--- src/obup_pkg.sv ---
// ============================================================================
// obup_pkg
// Shared types and constants of the unit size-and-header parser: transaction
// structs, the event codes that pass from front to back, and field widths.
// ============================================================================
`default_nettype none

package obup_pkg;

    // Fixed field widths.
    localparam int TYPE_BITS     = 5;
    localparam int TEMPORAL_BITS = 2;
    localparam int ML_OUT_BITS   = 3;
    localparam int XL_OUT_BITS   = 5;
    localparam int SIZE_BITS     = 32;
    localparam int COUNT_BITS    = 4;
    localparam int CFG_IDX_BITS  = 2;
    localparam int CFG_DATA_BITS = 5;

    // Defaults for the top-level parameters.
    localparam int MAIN_LAYER_BITS_DEF = 3;
    localparam int EXT_LAYER_BITS_DEF  = 5;
    localparam int MAX_SIZE_BYTES_DEF  = 8;
    localparam int QUEUE_DEPTH_DEF     = 2;

    // A size byte's seven value bits shifted by up to seven groups.
    localparam int PART_BITS  = 7 + 7 * 7;
    localparam int SHIFT_BITS = 6;

    // Bit positions inside the header byte.
    localparam int TYPE_MSB = 6;
    localparam int TL_LSB   = 8 - 1 - TYPE_BITS - TEMPORAL_BITS;

    // Configuration register indexes.
    localparam logic [CFG_IDX_BITS-1:0] CFG_GLOBAL_TYPE   = 2'd0;
    localparam logic [CFG_IDX_BITS-1:0] CFG_GLOBAL_XLAYER = 2'd1;

    // Result status codes.
    localparam logic ST_OK      = 1'b0;
    localparam logic ST_CORRUPT = 1'b1;

    // Reset values of the configuration registers.
    localparam logic [CFG_DATA_BITS-1:0] GLOBAL_TYPE_RST   = 5'd0;
    localparam logic [CFG_DATA_BITS-1:0] GLOBAL_XLAYER_RST = 5'd31;

    // Input transaction.
    typedef struct packed {
        logic [7:0] data_byte;
        logic       start_req;
        logic       last_byte;
    } in_t;

    // Result transaction.
    typedef struct packed {
        logic                   status;
        logic                   extension_present;
        logic [TYPE_BITS-1:0]   unit_type;
        logic [TEMPORAL_BITS-1:0] temporal_layer;
        logic [ML_OUT_BITS-1:0] main_layer;
        logic [XL_OUT_BITS-1:0] extended_layer;
        logic [SIZE_BITS-1:0]   payload_length;
        logic [COUNT_BITS-1:0]  consumed_count;
    } out_t;

    // Byte classes decided by the front end.
    typedef enum logic [2:0] {
        EV_SIZE,
        EV_HDR_SAVE,
        EV_HDR_FINAL,
        EV_EXT,
        EV_CORRUPT
    } ev_kind_t;

    // Event passed from front to back. For a size byte, cnt is the number of
    // size bytes before it; for a header or extension byte, the total.
    typedef struct packed {
        ev_kind_t              kind;
        logic [7:0]            data;
        logic [COUNT_BITS-1:0] cnt;
    } ev_t;

endpackage

`default_nettype wire

--- src/obup_fifo.sv ---
// ============================================================================
// obup_fifo
// Small register queue with full and empty flags; the head entry is shown
// on the read port while the queue is not empty.
// ============================================================================
`default_nettype none

module obup_fifo #(
    parameter int WIDTH = 8,
    parameter int DEPTH = 2
) (
    input  wire logic             clk,
    input  wire logic             rst_n,
    input  wire logic             push,
    input  wire logic [WIDTH-1:0] wr_data,
    output logic                  full,
    input  wire logic             pop,
    output logic [WIDTH-1:0]      rd_data,
    output logic                  empty
);

    localparam int PtrW = (DEPTH > 1) ? $clog2(DEPTH) : 1;
    localparam int CntW = $clog2(DEPTH + 1);
    localparam logic [PtrW-1:0] LastPtr = PtrW'(DEPTH - 1);
    localparam logic [CntW-1:0] FullCnt = CntW'(DEPTH);

    logic [WIDTH-1:0] mem_reg [DEPTH];
    logic [PtrW-1:0]  wr_ptr_reg, wr_ptr_next;
    logic [PtrW-1:0]  rd_ptr_reg, rd_ptr_next;
    logic [CntW-1:0]  count_reg, count_next;
    logic             do_push;
    logic             do_pop;

    assign full    = (count_reg == FullCnt);
    assign empty   = (count_reg == '0);
    assign do_push = push && !full;
    assign do_pop  = pop && !empty;
    assign rd_data = mem_reg[rd_ptr_reg];

    // Pointer and fill count update.
    always_comb
    begin
        wr_ptr_next = wr_ptr_reg;
        rd_ptr_next = rd_ptr_reg;
        count_next  = count_reg;
        if (do_push)
        begin
            wr_ptr_next = (wr_ptr_reg == LastPtr) ? '0 : wr_ptr_reg + 1'b1;
        end
        if (do_pop)
        begin
            rd_ptr_next = (rd_ptr_reg == LastPtr) ? '0 : rd_ptr_reg + 1'b1;
        end
        case ({do_push, do_pop})
            2'b10:   count_next = count_reg + 1'b1;
            2'b01:   count_next = count_reg - 1'b1;
            default: count_next = count_reg;
        endcase
    end

    always_ff @(posedge clk or negedge rst_n)
    begin
        if (!rst_n)
        begin
            wr_ptr_reg <= '0;
            rd_ptr_reg <= '0;
            count_reg  <= '0;
        end
        else
        begin
            wr_ptr_reg <= wr_ptr_next;
            rd_ptr_reg <= rd_ptr_next;
            count_reg  <= count_next;
        end
    end

    // Storage needs no reset.
    always_ff @(posedge clk)
    begin
        if (do_push)
        begin
            mem_reg[wr_ptr_reg] <= wr_data;
        end
    end

endmodule

`default_nettype wire

--- src/obup_front.sv ---
// ============================================================================
// obup_front
// Parse front end: tracks where each byte falls in the unit (size field,
// header byte, extension byte, ignored) and decides every corrupt case that
// the size field alone can show. Emits one event per meaningful byte.
// ============================================================================
`default_nettype none

module obup_front #(
    parameter int MAX_SIZE_BYTES = obup_pkg::MAX_SIZE_BYTES_DEF
) (
    input  wire logic          clk,
    input  wire logic          rst_n,
    input  wire logic          accept,
    input  obup_pkg::in_t      item,
    output logic               ev_push,
    output obup_pkg::ev_t      ev
);

    typedef enum logic [1:0] {
        PH_IDLE,
        PH_SIZE,
        PH_HDR,
        PH_EXT
    } phase_t;

    localparam logic [obup_pkg::COUNT_BITS-1:0] MaxCnt =
        obup_pkg::COUNT_BITS'(MAX_SIZE_BYTES);

    phase_t                             phase_reg, phase_next;
    logic [obup_pkg::COUNT_BITS-1:0]    cnt_reg, cnt_next;
    logic                               ovf_reg, ovf_next;
    phase_t                             phase_eff;
    logic [obup_pkg::COUNT_BITS-1:0]    cnt_eff;
    logic                               ovf_eff;
    logic [obup_pkg::COUNT_BITS-1:0]    cnt_inc;
    logic [obup_pkg::SHIFT_BITS-1:0]    shift_amt;
    logic [obup_pkg::PART_BITS-1:0]     part;
    logic                               part_ovf;
    logic                               ev_valid;
    obup_pkg::ev_kind_t                 ev_kind;

    // A start byte restarts the parse regardless of the current phase.
    assign phase_eff = item.start_req ? PH_SIZE : phase_reg;
    assign cnt_eff   = item.start_req ? '0 : cnt_reg;
    assign ovf_eff   = item.start_req ? 1'b0 : ovf_reg;
    assign cnt_inc   = cnt_eff + 1'b1;

    // Value bits of this size byte that land at or above bit 32.
    assign shift_amt = obup_pkg::SHIFT_BITS'(cnt_eff) * obup_pkg::SHIFT_BITS'(7);
    assign part      = {{(obup_pkg::PART_BITS - 7){1'b0}}, item.data_byte[6:0]} << shift_amt;
    assign part_ovf  = |part[obup_pkg::PART_BITS-1:obup_pkg::SIZE_BITS];

    // Byte classification and next phase.
    always_comb
    begin
        phase_next = phase_eff;
        cnt_next   = cnt_eff;
        ovf_next   = ovf_eff;
        ev_valid   = 1'b0;
        ev_kind    = obup_pkg::EV_SIZE;
        case (phase_eff)
            PH_SIZE:
            begin
                cnt_next = cnt_inc;
                ovf_next = ovf_eff | part_ovf;
                ev_valid = 1'b1;
                if (item.data_byte[7])
                begin
                    if (item.last_byte || (cnt_inc >= MaxCnt))
                    begin
                        ev_kind    = obup_pkg::EV_CORRUPT;
                        phase_next = PH_IDLE;
                    end
                end
                else if (ovf_eff || part_ovf || item.last_byte)
                begin
                    ev_kind    = obup_pkg::EV_CORRUPT;
                    phase_next = PH_IDLE;
                end
                else
                begin
                    phase_next = PH_HDR;
                end
            end
            PH_HDR:
            begin
                ev_valid = 1'b1;
                if (item.data_byte[7])
                begin
                    if (item.last_byte)
                    begin
                        ev_kind    = obup_pkg::EV_CORRUPT;
                        phase_next = PH_IDLE;
                    end
                    else
                    begin
                        ev_kind    = obup_pkg::EV_HDR_SAVE;
                        phase_next = PH_EXT;
                    end
                end
                else
                begin
                    ev_kind    = obup_pkg::EV_HDR_FINAL;
                    phase_next = PH_IDLE;
                end
            end
            PH_EXT:
            begin
                ev_valid   = 1'b1;
                ev_kind    = obup_pkg::EV_EXT;
                phase_next = PH_IDLE;
            end
            default:
            begin
                phase_next = PH_IDLE;
            end
        endcase
    end

    assign ev_push  = accept && ev_valid;
    assign ev.kind  = ev_kind;
    assign ev.data  = item.data_byte;
    assign ev.cnt   = cnt_eff;

    // Parse phase and size field bookkeeping.
    always_ff @(posedge clk or negedge rst_n)
    begin
        if (!rst_n)
        begin
            phase_reg <= PH_IDLE;
            cnt_reg   <= '0;
            ovf_reg   <= 1'b0;
        end
        else if (accept)
        begin
            phase_reg <= phase_next;
            cnt_reg   <= cnt_next;
            ovf_reg   <= ovf_next;
        end
    end

endmodule

`default_nettype wire

--- src/obup_back.sv ---
// ============================================================================
// obup_back
// Parse back end: accumulates the size value from size-byte events, keeps
// the header byte, and builds the result transaction for a finished header
// or a corrupt unit.
// ============================================================================
`default_nettype none

module obup_back #(
    parameter int MAIN_LAYER_BITS = obup_pkg::MAIN_LAYER_BITS_DEF,
    parameter int EXT_LAYER_BITS  = obup_pkg::EXT_LAYER_BITS_DEF
) (
    input  wire logic                                clk,
    input  wire logic                                rst_n,
    input  obup_pkg::ev_t                            ev,
    input  wire logic                                ev_empty,
    output logic                                     ev_pop,
    input  wire logic [obup_pkg::TYPE_BITS-1:0]      global_type,
    input  wire logic [obup_pkg::XL_OUT_BITS-1:0]    global_xlayer,
    input  wire logic                                res_full,
    output logic                                     res_push,
    output obup_pkg::out_t                           res
);

    localparam int MlShift = 16 - MAIN_LAYER_BITS;
    localparam int XlShift = 16 - MAIN_LAYER_BITS - EXT_LAYER_BITS;
    localparam logic [15:0] MlMask = (16'd1 << MAIN_LAYER_BITS) - 16'd1;
    localparam logic [15:0] XlMask = (16'd1 << EXT_LAYER_BITS) - 16'd1;

    logic [obup_pkg::SIZE_BITS-1:0]   acc_reg, acc_next;
    logic [7:0]                       hdr_reg, hdr_next;
    logic [obup_pkg::SHIFT_BITS-1:0]  shift_amt;
    logic [obup_pkg::PART_BITS-1:0]   part;
    logic                             emit_hdr;
    logic                             emit_corrupt;
    logic [7:0]                       hdr_byte;
    logic [7:0]                       ext_byte;
    logic [1:0]                       hdr_len;
    logic [15:0]                      ext_win;
    logic [15:0]                      ml_wide;
    logic [15:0]                      xl_wide;
    logic                             ext_flag;
    logic [obup_pkg::TYPE_BITS-1:0]   unit_type;
    logic                             too_short;

    // One event is taken whenever a result could be stored.
    assign ev_pop = !ev_empty && !res_full;

    assign shift_amt = obup_pkg::SHIFT_BITS'(ev.cnt) * obup_pkg::SHIFT_BITS'(7);
    assign part      = {{(obup_pkg::PART_BITS - 7){1'b0}}, ev.data[6:0]} << shift_amt;

    // Event decode and state update.
    always_comb
    begin
        acc_next     = acc_reg;
        hdr_next     = hdr_reg;
        emit_hdr     = 1'b0;
        emit_corrupt = 1'b0;
        hdr_byte     = ev.data;
        ext_byte     = 8'h00;
        hdr_len      = 2'd1;
        case (ev.kind)
            obup_pkg::EV_SIZE:
            begin
                acc_next = ((ev.cnt == '0) ? '0 : acc_reg)
                           | part[obup_pkg::SIZE_BITS-1:0];
            end
            obup_pkg::EV_HDR_SAVE:
            begin
                hdr_next = ev.data;
            end
            obup_pkg::EV_HDR_FINAL:
            begin
                emit_hdr = 1'b1;
            end
            obup_pkg::EV_EXT:
            begin
                hdr_byte = hdr_reg;
                ext_byte = ev.data;
                hdr_len  = 2'd2;
                emit_hdr = 1'b1;
            end
            obup_pkg::EV_CORRUPT:
            begin
                emit_corrupt = 1'b1;
            end
            default:
            begin
                acc_next = acc_reg;
            end
        endcase
    end

    // Header field extraction; layer bits past the extension byte read zero.
    assign ext_flag  = hdr_byte[7];
    assign unit_type = hdr_byte[obup_pkg::TYPE_MSB -: obup_pkg::TYPE_BITS];
    assign ext_win   = {ext_byte, 8'h00};
    assign ml_wide   = (ext_win >> MlShift) & MlMask;
    assign xl_wide   = (ext_win >> XlShift) & XlMask;
    assign too_short = (acc_reg < obup_pkg::SIZE_BITS'(hdr_len));

    // Result assembly.
    always_comb
    begin
        res      = '0;
        res_push = ev_pop && (emit_hdr || emit_corrupt);
        if (emit_corrupt || too_short)
        begin
            res.status = obup_pkg::ST_CORRUPT;
        end
        else
        begin
            res.status            = obup_pkg::ST_OK;
            res.extension_present = ext_flag;
            res.unit_type         = unit_type;
            res.temporal_layer    = hdr_byte[obup_pkg::TL_LSB +: obup_pkg::TEMPORAL_BITS];
            if (ext_flag)
            begin
                res.main_layer     = ml_wide[obup_pkg::ML_OUT_BITS-1:0];
                res.extended_layer = xl_wide[obup_pkg::XL_OUT_BITS-1:0];
            end
            else if (unit_type == global_type)
            begin
                res.extended_layer = global_xlayer;
            end
            res.payload_length = acc_reg - obup_pkg::SIZE_BITS'(hdr_len);
            res.consumed_count = ev.cnt + obup_pkg::COUNT_BITS'(hdr_len);
        end
    end

    // Size value and saved header byte.
    always_ff @(posedge clk or negedge rst_n)
    begin
        if (!rst_n)
        begin
            acc_reg <= '0;
            hdr_reg <= '0;
        end
        else if (ev_pop)
        begin
            acc_reg <= acc_next;
            hdr_reg <= hdr_next;
        end
    end

endmodule

`default_nettype wire

--- src/obu_size_and_header_parser.sv ---
// ============================================================================
// obu_size_and_header_parser
// Parses the leading size field and header bytes of each coded-video unit.
// ============================================================================
// The parser takes one byte per clock cycle. A front end classifies every
// byte against the parse phase and flags size-field errors, a two-entry
// event queue carries the classified bytes to a back end that accumulates
// the size value and builds the header result, and a two-entry result queue
// holds results until they are popped. The event of the byte that completes
// the header (or shows the unit to be corrupt) goes through the event queue
// and the back end into the result queue, whose head is the result port;
// throughput is one byte per cycle as long as results are popped, and the
// input reports full once both queues have backed up.
// Configuration writes are taken in any cycle and should only be issued
// while no unit is in flight.
`default_nettype none

module obu_size_and_header_parser #(
    parameter int MAIN_LAYER_BITS = obup_pkg::MAIN_LAYER_BITS_DEF,
    parameter int EXT_LAYER_BITS  = obup_pkg::EXT_LAYER_BITS_DEF,
    parameter int MAX_SIZE_BYTES  = obup_pkg::MAX_SIZE_BYTES_DEF,
    parameter int QUEUE_DEPTH     = obup_pkg::QUEUE_DEPTH_DEF
) (
    input  wire logic                                 clk,
    input  wire logic                                 rst_n,
    input  wire logic                                 push,
    output logic                                      full,
    input  obup_pkg::in_t                             item,
    output logic                                      empty,
    input  wire logic                                 pop,
    output obup_pkg::out_t                            result,
    input  wire logic                                 cfg_valid,
    output logic                                      cfg_ready,
    input  wire logic [obup_pkg::CFG_IDX_BITS-1:0]    cfg_index,
    input  wire logic [obup_pkg::CFG_DATA_BITS-1:0]   cfg_data
);

    localparam int EvW  = $bits(obup_pkg::ev_t);
    localparam int ResW = $bits(obup_pkg::out_t);

    logic [obup_pkg::TYPE_BITS-1:0]   global_type_reg;
    logic [obup_pkg::XL_OUT_BITS-1:0] global_xlayer_reg;
    logic                             accept;
    logic                             ev_push;
    obup_pkg::ev_t                    ev_wr;
    logic [EvW-1:0]                   ev_rd_bits;
    obup_pkg::ev_t                    ev_rd;
    logic                             ev_full;
    logic                             ev_empty;
    logic                             ev_pop;
    logic                             res_push;
    obup_pkg::out_t                   res_wr;
    logic [ResW-1:0]                  res_rd_bits;
    logic                             res_full;

    // Configuration registers; cfg_ready is tied high, so every write is taken.
    assign cfg_ready = 1'b1;

    always_ff @(posedge clk or negedge rst_n)
    begin
        if (!rst_n)
        begin
            global_type_reg   <= obup_pkg::GLOBAL_TYPE_RST;
            global_xlayer_reg <= obup_pkg::GLOBAL_XLAYER_RST;
        end
        else if (cfg_valid && cfg_ready)
        begin
            case (cfg_index)
                obup_pkg::CFG_GLOBAL_TYPE:   global_type_reg   <= cfg_data;
                obup_pkg::CFG_GLOBAL_XLAYER: global_xlayer_reg <= cfg_data;
                default:                     global_type_reg   <= global_type_reg;
            endcase
        end
    end

    // Input transaction handshake.
    assign full   = ev_full;
    assign accept = push && !ev_full;

    obup_front #(
        .MAX_SIZE_BYTES (MAX_SIZE_BYTES)
    ) u_front (
        .clk     (clk),
        .rst_n   (rst_n),
        .accept  (accept),
        .item    (item),
        .ev_push (ev_push),
        .ev      (ev_wr)
    );

    // Event queue between front and back.
    obup_fifo #(
        .WIDTH (EvW),
        .DEPTH (QUEUE_DEPTH)
    ) u_ev_fifo (
        .clk     (clk),
        .rst_n   (rst_n),
        .push    (ev_push),
        .wr_data (ev_wr),
        .full    (ev_full),
        .pop     (ev_pop),
        .rd_data (ev_rd_bits),
        .empty   (ev_empty)
    );

    assign ev_rd = obup_pkg::ev_t'(ev_rd_bits);

    obup_back #(
        .MAIN_LAYER_BITS (MAIN_LAYER_BITS),
        .EXT_LAYER_BITS  (EXT_LAYER_BITS)
    ) u_back (
        .clk           (clk),
        .rst_n         (rst_n),
        .ev            (ev_rd),
        .ev_empty      (ev_empty),
        .ev_pop        (ev_pop),
        .global_type   (global_type_reg),
        .global_xlayer (global_xlayer_reg),
        .res_full      (res_full),
        .res_push      (res_push),
        .res           (res_wr)
    );

    // Result queue toward the consumer.
    obup_fifo #(
        .WIDTH (ResW),
        .DEPTH (QUEUE_DEPTH)
    ) u_res_fifo (
        .clk     (clk),
        .rst_n   (rst_n),
        .push    (res_push),
        .wr_data (res_wr),
        .full    (res_full),
        .pop     (pop),
        .rd_data (res_rd_bits),
        .empty   (empty)
    );

    assign result = obup_pkg::out_t'(res_rd_bits);

endmodule

`default_nettype wire

--- config.mk ---
export PLATFORM = sky130hd
export DESIGN_NAME = obu_size_and_header_parser
export DESIGN_NICKNAME = d
export VERILOG_FILES = /design/src/obup_pkg.sv /design/src/obup_fifo.sv /design/src/obup_front.sv /design/src/obup_back.sv /design/src/obu_size_and_header_parser.sv
export SDC_FILE = /design/constraint.sdc
export NUM_CORES = 1
export LEC_CHECK = 0
export BUFFER_PORTS_ARGS = -buffer_cell sky130_fd_sc_hd__buf_2
export CAP_MARGIN = 25
export CORE_MARGIN = 2
export CORE_UTILIZATION = 50
export CTS_CLUSTER_SIZE = 16
export DETAILED_ROUTE_END_ITERATION = 16
export PLACE_DENSITY = 0.68
export SLEW_MARGIN = 40
export SYNTH_ARGS = -nofsm -noshare
export SYNTH_HDL_FRONTEND = slang
export SYNTH_HIERARCHICAL = 1
export SYNTH_SLANG_ARGS = --single-unit
--- constraint.sdc ---
create_clock -name clk -period 5.9 [get_ports clk]
set_input_delay 1.18 -clock clk [delete_from_list [all_inputs] [get_ports clk]]
set_output_delay 1.18 -clock clk [all_outputs]
set_load 0.02 [all_outputs]
### Word-level counts from Yosys, hierarchy flattened

Memories as Yosys holds them, arrays and structs flattened.
Cells that the tools add are included.

* register bits: 65
* latch bits: 0
* RAM bits: 136
* ROM bits: 0
* output and inout port bits: 56
* logic and storage cells: 119
* memories kept: 2

Memories
* u_res_fifo.mem_reg: words 2, bits a word 53, read ports 1, clocked after memory_dff 0, write ports 1, RTL line obup_fifo.sv:27 `logic [WIDTH-1:0] mem_reg [DEPTH];`
* u_ev_fifo.mem_reg: words 2, bits a word 15, read ports 1, clocked after memory_dff 0, write ports 1, RTL line obup_fifo.sv:27

* $add $sub $neg: 11
* $mul: 2
* divide/modulo/power cells: 0
* magnitude comparators: 2
* eq/ne operators: 15
* shift operators: 2
* muxes and demuxes: 39
* bitwise logic cells: 2
* reductions and logical operators: 31

Operators with widths (number)
* $shl 7x6->56: 1
* $mux 52: 1
* $lt 32x2->1: 1
* $mux 32: 1
* $or 32x32->32: 1
* $shl 7x6->32: 1
* $sub 32x2->32: 1
* $reduce_or 24->1: 1
* $mux 3: 6
* $mux 8: 2
* $mux 1: 14
* $mux 2: 7
* $eq 2x2->1 const B: 6
* $mul 4x3->6 const B: 2
* $pmux 2 s2: 3
* $mux 5: 2
* $pmux 3 s3: 1
* $eq 2x1->1 const B: 4
* $logic_and 1x1->1: 8
* $mux 4: 2
* $reduce_and 2->1: 4
* $eq 3x2->1 const B: 2
* $logic_not 2->1: 3
* $eq 5x5->1: 1
* other kinds (16): 29

### Longest topological paths before layout

Gate-level depths: netlist of run 1.

* depth after elaboration: 9
* mapped depth: 14

### Hierarchy

The synthesis of run 1 kept the hierarchy.

By module, submodules not included
* obup_fifo at u_res_fifo: times used 1, cells each 183, area each 4271.6 µm², sequential area each 3283.1 µm²
* obup_back: times used 1, cells each 423, area each 3543.4 µm², sequential area each 1001.0 µm²
* obup_fifo at u_ev_fifo: times used 1, cells each 65, area each 1331.3 µm², sequential area each 1001.0 µm²
* obup_front: times used 1, cells each 132, area each 1046.0 µm², sequential area each 175.2 µm²
* obu_size_and_header_parser: times used 1, cells each 25, area each 412.9 µm², sequential area each 256.5 µm²

### Worst setup path before layout of run 1

OpenSTA, ideal clock, no wires.

* path kind: register -> register
* start: reg u_ev_fifo.rd_ptr_reg
* end: mem u_res_fifo/mem_reg[0][0] in the netlist's numbering (enable)
* data arrival time: 3.688 ns
* required time: 5.436 ns
* slack: 1.748 ns
* cell stages (with the launch flop): 9
* clock period less this slack: 4.152 ns
* cell sequence: dfrtp_1 > buf_6 > buf_12 > mux2_4 > nor2_1 > nand2_1 > a21boi_0 > nand2_1 > nor2_1

RTL lines
* from (decl): RTL line obup_fifo.sv:29 `logic [PtrW-1:0] rd_ptr_reg, rd_ptr_next;`
* from (signal assigned): RTL line obup_fifo.sv:72 `rd_ptr_reg <= rd_ptr_next;`
* to (decl): RTL line obup_fifo.sv:27

==> results of run 1 <==
final cells by class:
cell class	instances	area [sq um]	area share
Inverter	35	131	0.0112
Tap cell	275	344	0.0292
Clock buffer	35	681	0.0578
Clock inverter	6	35.0	0.00298
Sequential cell	201	5720	0.486
Timing Repair Buffer	87	487	0.0414
Multi-Input combinational cell	542	4370	0.371
cells in the final DEF (no fill, tap or decap), drive strengths merged, types with 8 or more instances in the layout:
cell type	netlist	layout
ha	22	22
mux2i	12	12
xor2	9	9
nor3	14	14
nor2b	12	12
a21oi	33	33
clkbuf	16	35
edfxtp	136	136
and2	11	11
xnor2	38	38
dfrtp	60	60
nand2	51	51
a22o	14	14
buf	34	87
nand4	11	11
mux2	92	92
o21ai	18	18
nor4	18	18
nand2b	10	10
inv	34	35
nor2	74	74
a21o	8	8
kinds of logic (layout without fill, tap and decap cells):
logic type	count (synthesis)	in the layout	synth area share
other	1	1	0.000354
XOR/XNOR	47	47	0.0388
multiplexers	105	105	0.132
flip-flops	201	201	0.539
adder cells (fa/ha/maj)	29	29	0.0392
buffers and inverters	85	163	0.0499
AND/OR/NAND/NOR	247	247	0.124
AO/OA/AOI/OAI	113	113	0.0775
routing by layer:
layer  global-route usage  part of all wire  up-vias
met2                0.290              0.47      161
met3               0.0287             0.050       27
met4               0.0457             0.015        0
met1                0.256              0.46     3150
li1                     -                 -     3141
met5                    0                 0        -
through the flow:
step                      worst slack (ps)   util  power, uW
after floorplan                       1750      -       5180
after global placement                1540  0.528       5830
after detailed placement              1440  0.529       5890
after CTS                             1430  0.563       7240
after global routing                  1470  0.563       7700
final                                 1720  0.563       7210
worst max-delay path by stage:
stage                                                to  slack [ps]  depth (start not counted)
floorplan            u_res_fifo/mem_reg[0][0]$_DFFE_PP_        1750                          8
global route        u_res_fifo/mem_reg[0][43]$_DFFE_PP_        1470                         11
CTS                 u_res_fifo/mem_reg[0][43]$_DFFE_PP_        1430                         11
finish              u_res_fifo/mem_reg[0][38]$_DFFE_PP_        1720                         11
detailed placement  u_res_fifo/mem_reg[1][41]$_DFFE_PP_        1440                         11
global placement    u_res_fifo/mem_reg[0][41]$_DFFE_PP_        1540                         11
power breakdown:
part / switching, uW / leakage (uW) / internal (uW)
sequential: 334 / 0.00207 / 2120
clock: 525 / 0.000353 / 793
combinational: 2010 / 0.00233 / 1420
total: 2870 / 0.00475 / 4340
critical path, stage by stage, from the launching register on:
cell and delay [ps]:
dfrtp_2 640, mux2_2 440, nand3b_1 100, buf_4 250, ha_1 210, inv_1 50, fa_1 480, or4_4 660
o31ai_4 550, buf_12 270, a21o_2 170, a21oi_1 80
==> metrics.md, run 1 <==
| Metric | Value |
|---|---|
| Yosys warnings | 6 |
| Post-cts resize count | 0 |
| Core ar. | around 21000 sq um |
| Die width | about 150 um |
| Starting Density | 0.508 |
| Final wirelength | 19.7 mm |
| Hold Path End | u_front/ovf_reg$_DFFE_PN0P_ |
| Crit-path max FO | 38 |
| Hold Path Class | reg -> reg |
| Synthesized area per cell | approximately 13 sq um |
| CTS tree | yes |
| Skew-Pair Late Insertion Delay | approximately 500 ps |
| Clock buffer depth | 3 |
| Synth area leader | edfxtp_1 |
| Largest register FFs | 106 |
| Origin of the critical flop-to-flop path | u_ev_fifo/rd_ptr_reg$_DFFE_PN0P_ |
| Worst hold slack | around 480 ps |
| Max Cap Viol | 0 |
| Syn Nets | roughly 880 |
| Fin. Hold Viols | 0 |
| Drt pass-1 iters | 4 |
| Global-route wire length before repair | between 30 and 40 mm |
| Layout fillers | 1749 |
| GPL Wtd Cong | between 0.8 and 0.9 |
| Top post-synthesis cells by area | edfxtp_1 (39%), dfrtp_1 (14%), mux2_4 (8.2%), mux2_2 (3.6%), xnor2_1 (3.1%) |
| Min Tclk post-route | between 4000 and 5000 ps |
| Layout Nets | roughly 940 |
| Share of post-route cells with drive strength above 1 | 0.272 |
| CTS sink count | between 200 and 250 |
| Slew at the pin closest to its max-slew limit | around 810 ps |
| Finished Layout Cells | 1181 |
| H-tree level count | 1 |
| Placed Instances | approximately 1.1k |
| Result of the run | finished clean |
| Post-synth top flop | edfxtp_1 |
| Lkg Pwr | roughly 0.0048 uW |
| Hold_buf cts | 0 |
| Crit path required time | 6140 ps |
| # rows | 53 |
| Count leader, synth | edfxtp_1 |
| Ports | between 70 and 80 |
| Unrepaired setup endpoints after global routing | no |
| Sequential cell area fraction in the yosys report | 0.539 |
| Initial antenna violation count | 0 |
| Setup bufs post-CTS | 0 |
| WHS Path Cells | 1 |
| Largest net degree at the start of global routing | 66 |
| Top cells by count, synth | edfxtp_1 (136), nor2_1 (74), dfrtp_1 (60) |
| Detailed placement HPWL | ~14 mm |
| Total grt overflow | 0 |
| # DRC | 0 |
| R2R setup slack | around 1700 ps |
| Die Span Y | between 100 and 150 um |
| Total CTS buffers | 23 |
| CTS root buf | clkbuf_16 |
| Fin. max-slew vios | 0 |
| Die outline area | between 20000 and 25000 sq um |
| Area Overhead vs Synth | 11.0% |
| Vias in the first global route | 6266 |
| Setup TNS Final | 0 ps |
| Gr usage total | 0.180 |
| ANT cells | 0 |
| Power Density | about 610 nW/um^2 |
| Post-synth EDFFs | approximately 140 |
| Unique masters post-synth | slightly below 80 |
| Ys async rst share | 0.323 |
| Routed via count | about 6.5k |
| Synth top area share | 0.385 |
| Worst clock skew | a little over 7 ps |
| Yosys reg bits | roughly 200 |
| Hold Path Origin | u_front/ovf_reg$_DFFE_PN0P_ |
| Setup crit start | u_ev_fifo/rd_ptr_reg$_DFFE_PN0P_ |
| Post-DR vias/cell | around 5.5 |
| F_max | 239 MHz |
| Reg2reg end | u_res_fifo/mem_reg[0][38]$_DFFE_PP_ |
| Setup violators final | 0 |
| Worst vdd ir | approximately 0.28 mV |
| Final instance area | between 10000 and 15000 sq um |
| Critical Path Sink Type | register |
| Clk pin slew, worst setup/hold paths | roughly 60 ps |
| Port-buffer cells | 76 |
| Critical Path AT | 4420 ps |
| Final period util | 0.709 |
| Synthesized cell area | approximately 11000 sq um |
| Placed Area | between 10000 and 15000 sq um |
| FF-to-FF path depth | 11 |
| WL/cell | ~17 um |
| Kind of critical path | reg -> reg |
| 1st-iter DRT viols | around 380 |
| Cells after Synth | between 800 and 900 |
| Antenna viol nets, final | 0 |
| Slew HR | 0.462 |
| Worst setup SP type | register |
(Power assumes the default switching activity.)
==> inputs of run 2 (changes only) <==
Clock period 5.9 ns to 4.3 ns, I/O delays scaled along.
==> metrics.md, run 2 (synthesis results as in run 1) <==
| Metric | Value |
|---|---|
| Result of the run | finished clean |
| Crit path required time | 4680 ps (-1460 ps) |
| Drt pass-1 iters | 5 (+1) |
| Worst vdd ir | 0.446 mV (+59%) |
| Total grt overflow | 0 (unchanged) |
| Worst hold slack | 345 ps (-132 ps) |
| Setup bufs post-CTS | 0 (unchanged) |
| # rows | 53 (unchanged) |
| Detailed placement HPWL | 14.1 mm (+3.1%) |
| Met3 usage in global routing | 0.0296 (+0.000915) |
| Grt met2 use | 0.302 (+0.0115) |
| Port-buffer cells | 76 (unchanged) |
| Unrepaired setup endpoints after global routing | no |
| Worst setup SP type | register |
| # DRC | 0 (unchanged) |
| Global-route wire length before repair | 33.6 mm (+4.1%) |
| Final instance area | 11800 sq um (-0.13%) |
| Clock buffer depth | 3 (unchanged) |
| Routed via count | 6504 (+0.39%) |
| Max stage delay on crit path | 920 ps (+260 ps) |
| F_max | 258 MHz (+7.9%) |
| GR Util met1 | 0.262 (+0.00535) |
| CTS root buf | clkbuf_16 |
| Setup TNS Final | 0 ps (unchanged) |
| Die width | 150 um (unchanged) |
| Slew at the pin closest to its max-slew limit | 801 ps (-5.35 ps) |
| Most frequent cells in the layout | edfxtp_1 (136), buf_2 (75), nor2_1 (73) |
| Critical-path cell list | buf_4 -> mux2_2 -> fa_1 -> ha_1 -> inv_1 -> fa_1 -> nor2_1 -> a31oi_1 -> o22ai_1 -> a22o_1 |
| Gr usage total | 0.186 (+0.00617) |
| Placed Instances | 1142 (+0.18%) |
| Largest net degree at the start of global routing | 43 (-35%) |
| Final period util | 0.901 (+0.193) |
| Max Cap Viol | 0 (unchanged) |
| Starting Density | 0.508 (unchanged) |
| Area Overhead vs Synth | 10.8% |
| Core ar. | 20900 sq um (unchanged) |
| Origin of the critical flop-to-flop path | u_ev_fifo/rd_ptr_reg$_DFFE_PN0P_ |
| Hold Path Class | in -> async |
| Critical Path AT | 4250 ps (-170 ps) |
| Critical Path Sink Type | register |
| Worst clock skew | 8.28 ps (+1.05 ps) |
| Final wirelength | 20.2 mm (+2.5%) |
| Most frequent CP cell | fa_1 |
| Finished Layout Cells | 1179 (-0.17%) |
| Setup crit start | u_ev_fifo/rd_ptr_reg$_DFFE_PN0P_ |
| H-tree level count | 1 (unchanged) |
| Crit-path max FO | 21 (-45%) |
| CTS sink count | 201 (unchanged) |
| Die Span Y | 150 um (unchanged) |
| Placed Area | 11100 sq um (+0.28%) |
| Initial antenna violation count | 0 (unchanged) |
| GPL Wtd Cong | 0.920 (+8.1%) |
| GR peak layer | met2 |
| Post-cts resize count | 0 (unchanged) |
| 1st-iter DRT viols | 503 (+32%) |
| Total CTS buffers | 21 (-8.7%) |
| Fin. max-slew vios | 0 (unchanged) |
| Skew-Pair Late Insertion Delay | 490 ps (about the same) |
| Ports | 78 (unchanged) |
| Setup violators final | 0 (unchanged) |
| Clk pin slew, worst setup/hold paths | 60 ps (about the same) |
| Antenna viol nets, final | 0 (unchanged) |
| ANT cells | 0 (unchanged) |
| Die outline area | 22400 sq um (unchanged) |
| Fin. Hold Viols | 0 (unchanged) |
| Lkg Pwr | 0.00475 uW (about the same) |
| Slowest stage cell on the critical path | fa_1 |
| Commonest non-fill, non-tap cell in the layout | edfxtp_1 |
| Layout fillers | 1778 (+1.7%) |
| Power Density | 842 nW/um^2 (+37%) |
| Share of post-route cells with drive strength above 1 | 0.268 (-0.00382) |
| Min Tclk post-route | 3880 ps (-306 ps) |
| Vias in the first global route | 6473 (+3.3%) |
| CTS tree | yes |
| Hold_buf cts | 0 (unchanged) |
| Layout Nets | 941 (unchanged) |
| Post-DR vias/cell | 5.52 (+0.56%) |
| Largest register FFs | 106 (unchanged) |
| Slew HR | 0.466 (+0.00357) |
| Kind of critical path | reg -> reg |
| FF-to-FF path depth | 10 (-1) |
| WL/cell | 17.2 um (+2.7%) |
## run 2: cell count changes in the layout (fill, tap and decap cells not counted), moves of 2 or more
cell       previous run  this run
clkbuf_16            23        21
buf_12                1         3
clkinv_2              2         4
buf_4                 8        11
clkbuf_1              6         3
bufinv_16             0         3
clkbuf_8              6         0
clkinv_1              3         6
## run 2: worst paths after layout
path                                                        to  slack, ps
worst max-delay path            u_back/acc_reg[12]$_DFFE_PN0P_        420
worst min-delay path            u_front/cnt_reg[2]$_DFFE_PN0P_        340
worst max register to register  u_back/acc_reg[12]$_DFFE_PN0P_        420
worst min register to register     u_front/ovf_reg$_DFFE_PN0P_        470
max in group asynchronous       u_back/acc_reg[31]$_DFFE_PN0P_       3240
min in group clk                   u_front/ovf_reg$_DFFE_PN0P_        470
## run 2: cell type report
| cell class | instances | area (sq um) | area share |
|---|---|---|---|
| Sequential cell | 201 | 5720 | 0.486 |
| Tap cell | 275 | 344 | 0.0293 |
| Inverter | 35 | 131 | 0.0112 |
| Timing Repair Buffer | 89 | 518 | 0.0441 |
| Clock buffer | 24 | 537 | 0.0457 |
| Clock inverter | 13 | 138 | 0.0117 |
| Multi-Input combinational cell | 542 | 4370 | 0.372 |
## run 2: layer usage
metal / routed length, um / part of all wire / vias to the layer above
li1: - / - / 3140
met2: 9630 / 0.48 / 172
met4: 429 / 0.021 / 0
met3: 1050 / 0.052 / 35
met1: 9140 / 0.45 / 3157
met5: 0 / 0 / -
## run 2: where the power goes
group / total [uW] / leakage, uW / switching (uW) / internal, uW
registers: 3370 / 0.00207 / 455 / 2910
logic: 4750 / 0.00234 / 2790 / 1970
clock network: 1780 / 0.000332 / 704 / 1070
total: 9900 / 0.00475 / 3950 / 5950
## run 2: worst max-delay path: cells and delay by family, from the launching register on
kind            cells  cell delay, ps
simple gates        1             130
buf+inv             2             330
flops               1             540
mux                 1             510
fa+ha+maj           3            1680
compound gates      3             570
## run 2: per-stage QoR
stage | total power [uW] | worst slack (ps) | util
final | 9900 | 425 | 0.563
after global routing | 10600 | 191 | 0.563
after global placement | 8040 | 595 | 0.530
after CTS | 9930 | 464 | 0.563
after floorplan | 7110 | 148 | -
after detailed placement | 8130 | 453 | 0.530
==> inputs of run 3 (changes only) <==
Settings changed: CORE_UTILIZATION 50 to 45, PLACE_DENSITY 0.68 to not set.
==> metrics.md, run 3 (synthesis results as in run 1) <==
| Metric | Value |
|---|---|
| Worst setup SP type | register |
| Ports | 78 (unchanged) |
| Register Area | 5720 sq um (about the same) |
| # DRC | 0 (unchanged) |
| Initial antenna violation count | 0 (unchanged) |
| CTS root buf | clkbuf_16 |
| Hold_buf cts | 0 (unchanged) |
| Most frequent cells in the layout | edfxtp_1 (136), buf_2 (75), nor2_1 (73) |
| Finished Layout Cells | 1222 (+3.6%) |
| Clk pin slew, worst setup/hold paths | 60 ps (about the same) |
| Hold Path Class | in -> async |
| Total grt overflow | 0 (unchanged) |
| Layout fillers | 2053 (+15%) |
| Footprint of the multi-input gates | 4370 sq um (unchanged) |
| Die Span Y | 158 um (+5.3%) |
| Final wirelength | 20.4 mm (+0.57%) |
| Power Density | 843 nW/um^2 (+0.12%) |
| Setup slack after layout | 519 ps (+93.9 ps) |
| Commonest non-fill, non-tap cell in the layout | edfxtp_1 |
| Worst vdd ir | 0.385 mV (-14%) |
| Lkg Pwr | 0.00477 uW (+0.46%) |
| Slew HR | 0.507 (+0.0414) |
| 1st-iter DRT viols | 260 (-48%) |
| Port-buffer cells | 76 (unchanged) |
| Antenna viol nets, final | 0 (unchanged) |
| Max Cap Viol | 0 (unchanged) |
| Fin. Hold Viols | 0 (unchanged) |
| Core ar. | 23300 sq um (+12%) |
| Largest net degree at the start of global routing | 54 (+26%) |
| Result of the run | finished clean |
| Final period util | 0.879 (-0.0218) |
| Unrepaired setup endpoints after global routing | no |
| Slew at the pin closest to its max-slew limit | 739 ps (-62.2 ps) |
| Layout Nets | 939 (-0.21%) |
| F_max | 264 MHz (+2.5%) |
| Post-layout util | 0.508 (-0.0542) |
| Setup bufs post-CTS | 0 (unchanged) |
| Clock buffer depth | 3 (unchanged) |
| Fin. max-slew vios | 0 (unchanged) |
| CTS tree | yes |
| Kind of critical path | reg -> reg |
| Skew-Pair Late Insertion Delay | 510 ps (+20 ps) |
| Detailed placement HPWL | 14.2 mm (+0.22%) |
| Critical Path Sink Type | register |
| WL/cell | 16.7 um (-3.0%) |
| GPL Wtd Cong | 0.841 (-8.6%) |
| Drt pass-1 iters | 4 (-1) |
| Global-route wire length before repair | 33.1 mm (-1.5%) |
| Pre-CTS WS | 548 ps (+94.8 ps) |
| Crit path required time | 4680 ps (about the same) |
| Starting Density | 0.455 (-0.0532) |
| Die width | 158 um (+5.3%) |
| Setup TNS Final | 0 ps (unchanged) |
| ANT cells | 0 (unchanged) |
| Largest register FFs | 106 (unchanged) |
| Min Tclk post-route | 3780 ps (-93.9 ps) |
| Die outline area | 24800 sq um (+11%) |
| Setup violators final | 0 (unchanged) |
| Post-cts resize count | 0 (unchanged) |
| Gr usage total | 0.168 (-0.0183) |
| Total CTS buffers | 22 (+4.8%) |
| Area Overhead vs Synth | 11.9% |
| CTS sink count | 201 (unchanged) |
| Worst clock skew | 19.9 ps (+11.6 ps) |
| Share of post-route cells with drive strength above 1 | 0.268 (+0.000296) |
| Critical Path AT | 4160 ps (-90 ps) |
| Vias in the first global route | 6264 (-3.2%) |
| Placed Instances | 1183 (+3.6%) |
| Post-DR vias/cell | 5.23 (-5.1%) |
| Routed via count | 6396 (-1.7%) |
| Crit-path max FO | 21 (unchanged) |
| H-tree level count | 1 (unchanged) |
| # rows | 56 (+5.7%) |
| Total power | 10000 uW (+1.1%) |
## run 3: changes by cell type in the layout (fill, tap and decap cells not counted), moves of 2 or more
cell,before,now
clkinv_1,6,3
clkbuf_1,3,5
clkbuf_16,21,23
clkbuf_8,0,3
buf_4,11,8
clkinv_2,4,2
## run 3: final timing paths
check / startpoint / slack, ps / end / cells after the start
max in group asynchronous: rst_n / 3160 / u_back/acc_reg[15]$_DFFE_PN0P_ / 2
min in group clk: u_front/ovf_reg$_DFFE_PN0P_ / 480 / u_front/ovf_reg$_DFFE_PN0P_ / 1
min: rst_n / 300 / u_front/cnt_reg[3]$_DFFE_PN0P_ / 1
max reg2reg: u_ev_fifo/rd_ptr_reg$_DFFE_PN0P_ / 520 / u_back/acc_reg[28]$_DFFE_PN0P_ / 10
min reg2reg: u_front/ovf_reg$_DFFE_PN0P_ / 480 / u_front/ovf_reg$_DFFE_PN0P_ / 1
max: u_ev_fifo/rd_ptr_reg$_DFFE_PN0P_ / 520 / u_back/acc_reg[28]$_DFFE_PN0P_ / 10
## run 3: per-stage QoR
stage,cell area (sq um),hold slack [ps]
finish,11900,297
global route,11900,317
CTS,11900,454
detailed placement,11100,465
global placement,11100,458
floorplan,10600,441
## run 3: worst max-delay path, stage by stage, from the launching register on
cell     delay, ps
dfrtp_1        450
buf_4          280
mux2_2         510
fa_1           580
ha_1           160
inv_1           50
fa_1           920
nor2_1         130
a31oi_1        210
o22ai_1        130
a22o_1         220
## run 3: per-layer routing
metal | vias up | GRT usage | wire length [um]
met2 | 116 | 0.275 | 9500
li1 | 3135 | - | -
met1 | 3115 | 0.235 | 9670
met4 | 0 | 0.0390 | 305
met3 | 30 | 0.0278 | 885
met5 | - | 0 | 0
## run 3: where the power goes
part / leakage (uW) / internal, uW / switching [uW]
Clock: 0.000369 / 1210 / 728
Sequential: 0.00207 / 2920 / 449
Combinational: 0.00233 / 1950 / 2750
Total: 0.00477 / 6070 / 3930
## run 3: area by class of cell
type,count,share of cell area
Clock buffer,31,0.0536
Clock inverter,8,0.00960
Inverter,35,0.0111
Multi-Input combinational cell,542,0.368
Sequential cell,201,0.482
Tap cell,319,0.0336
Timing Repair Buffer,86,0.0418
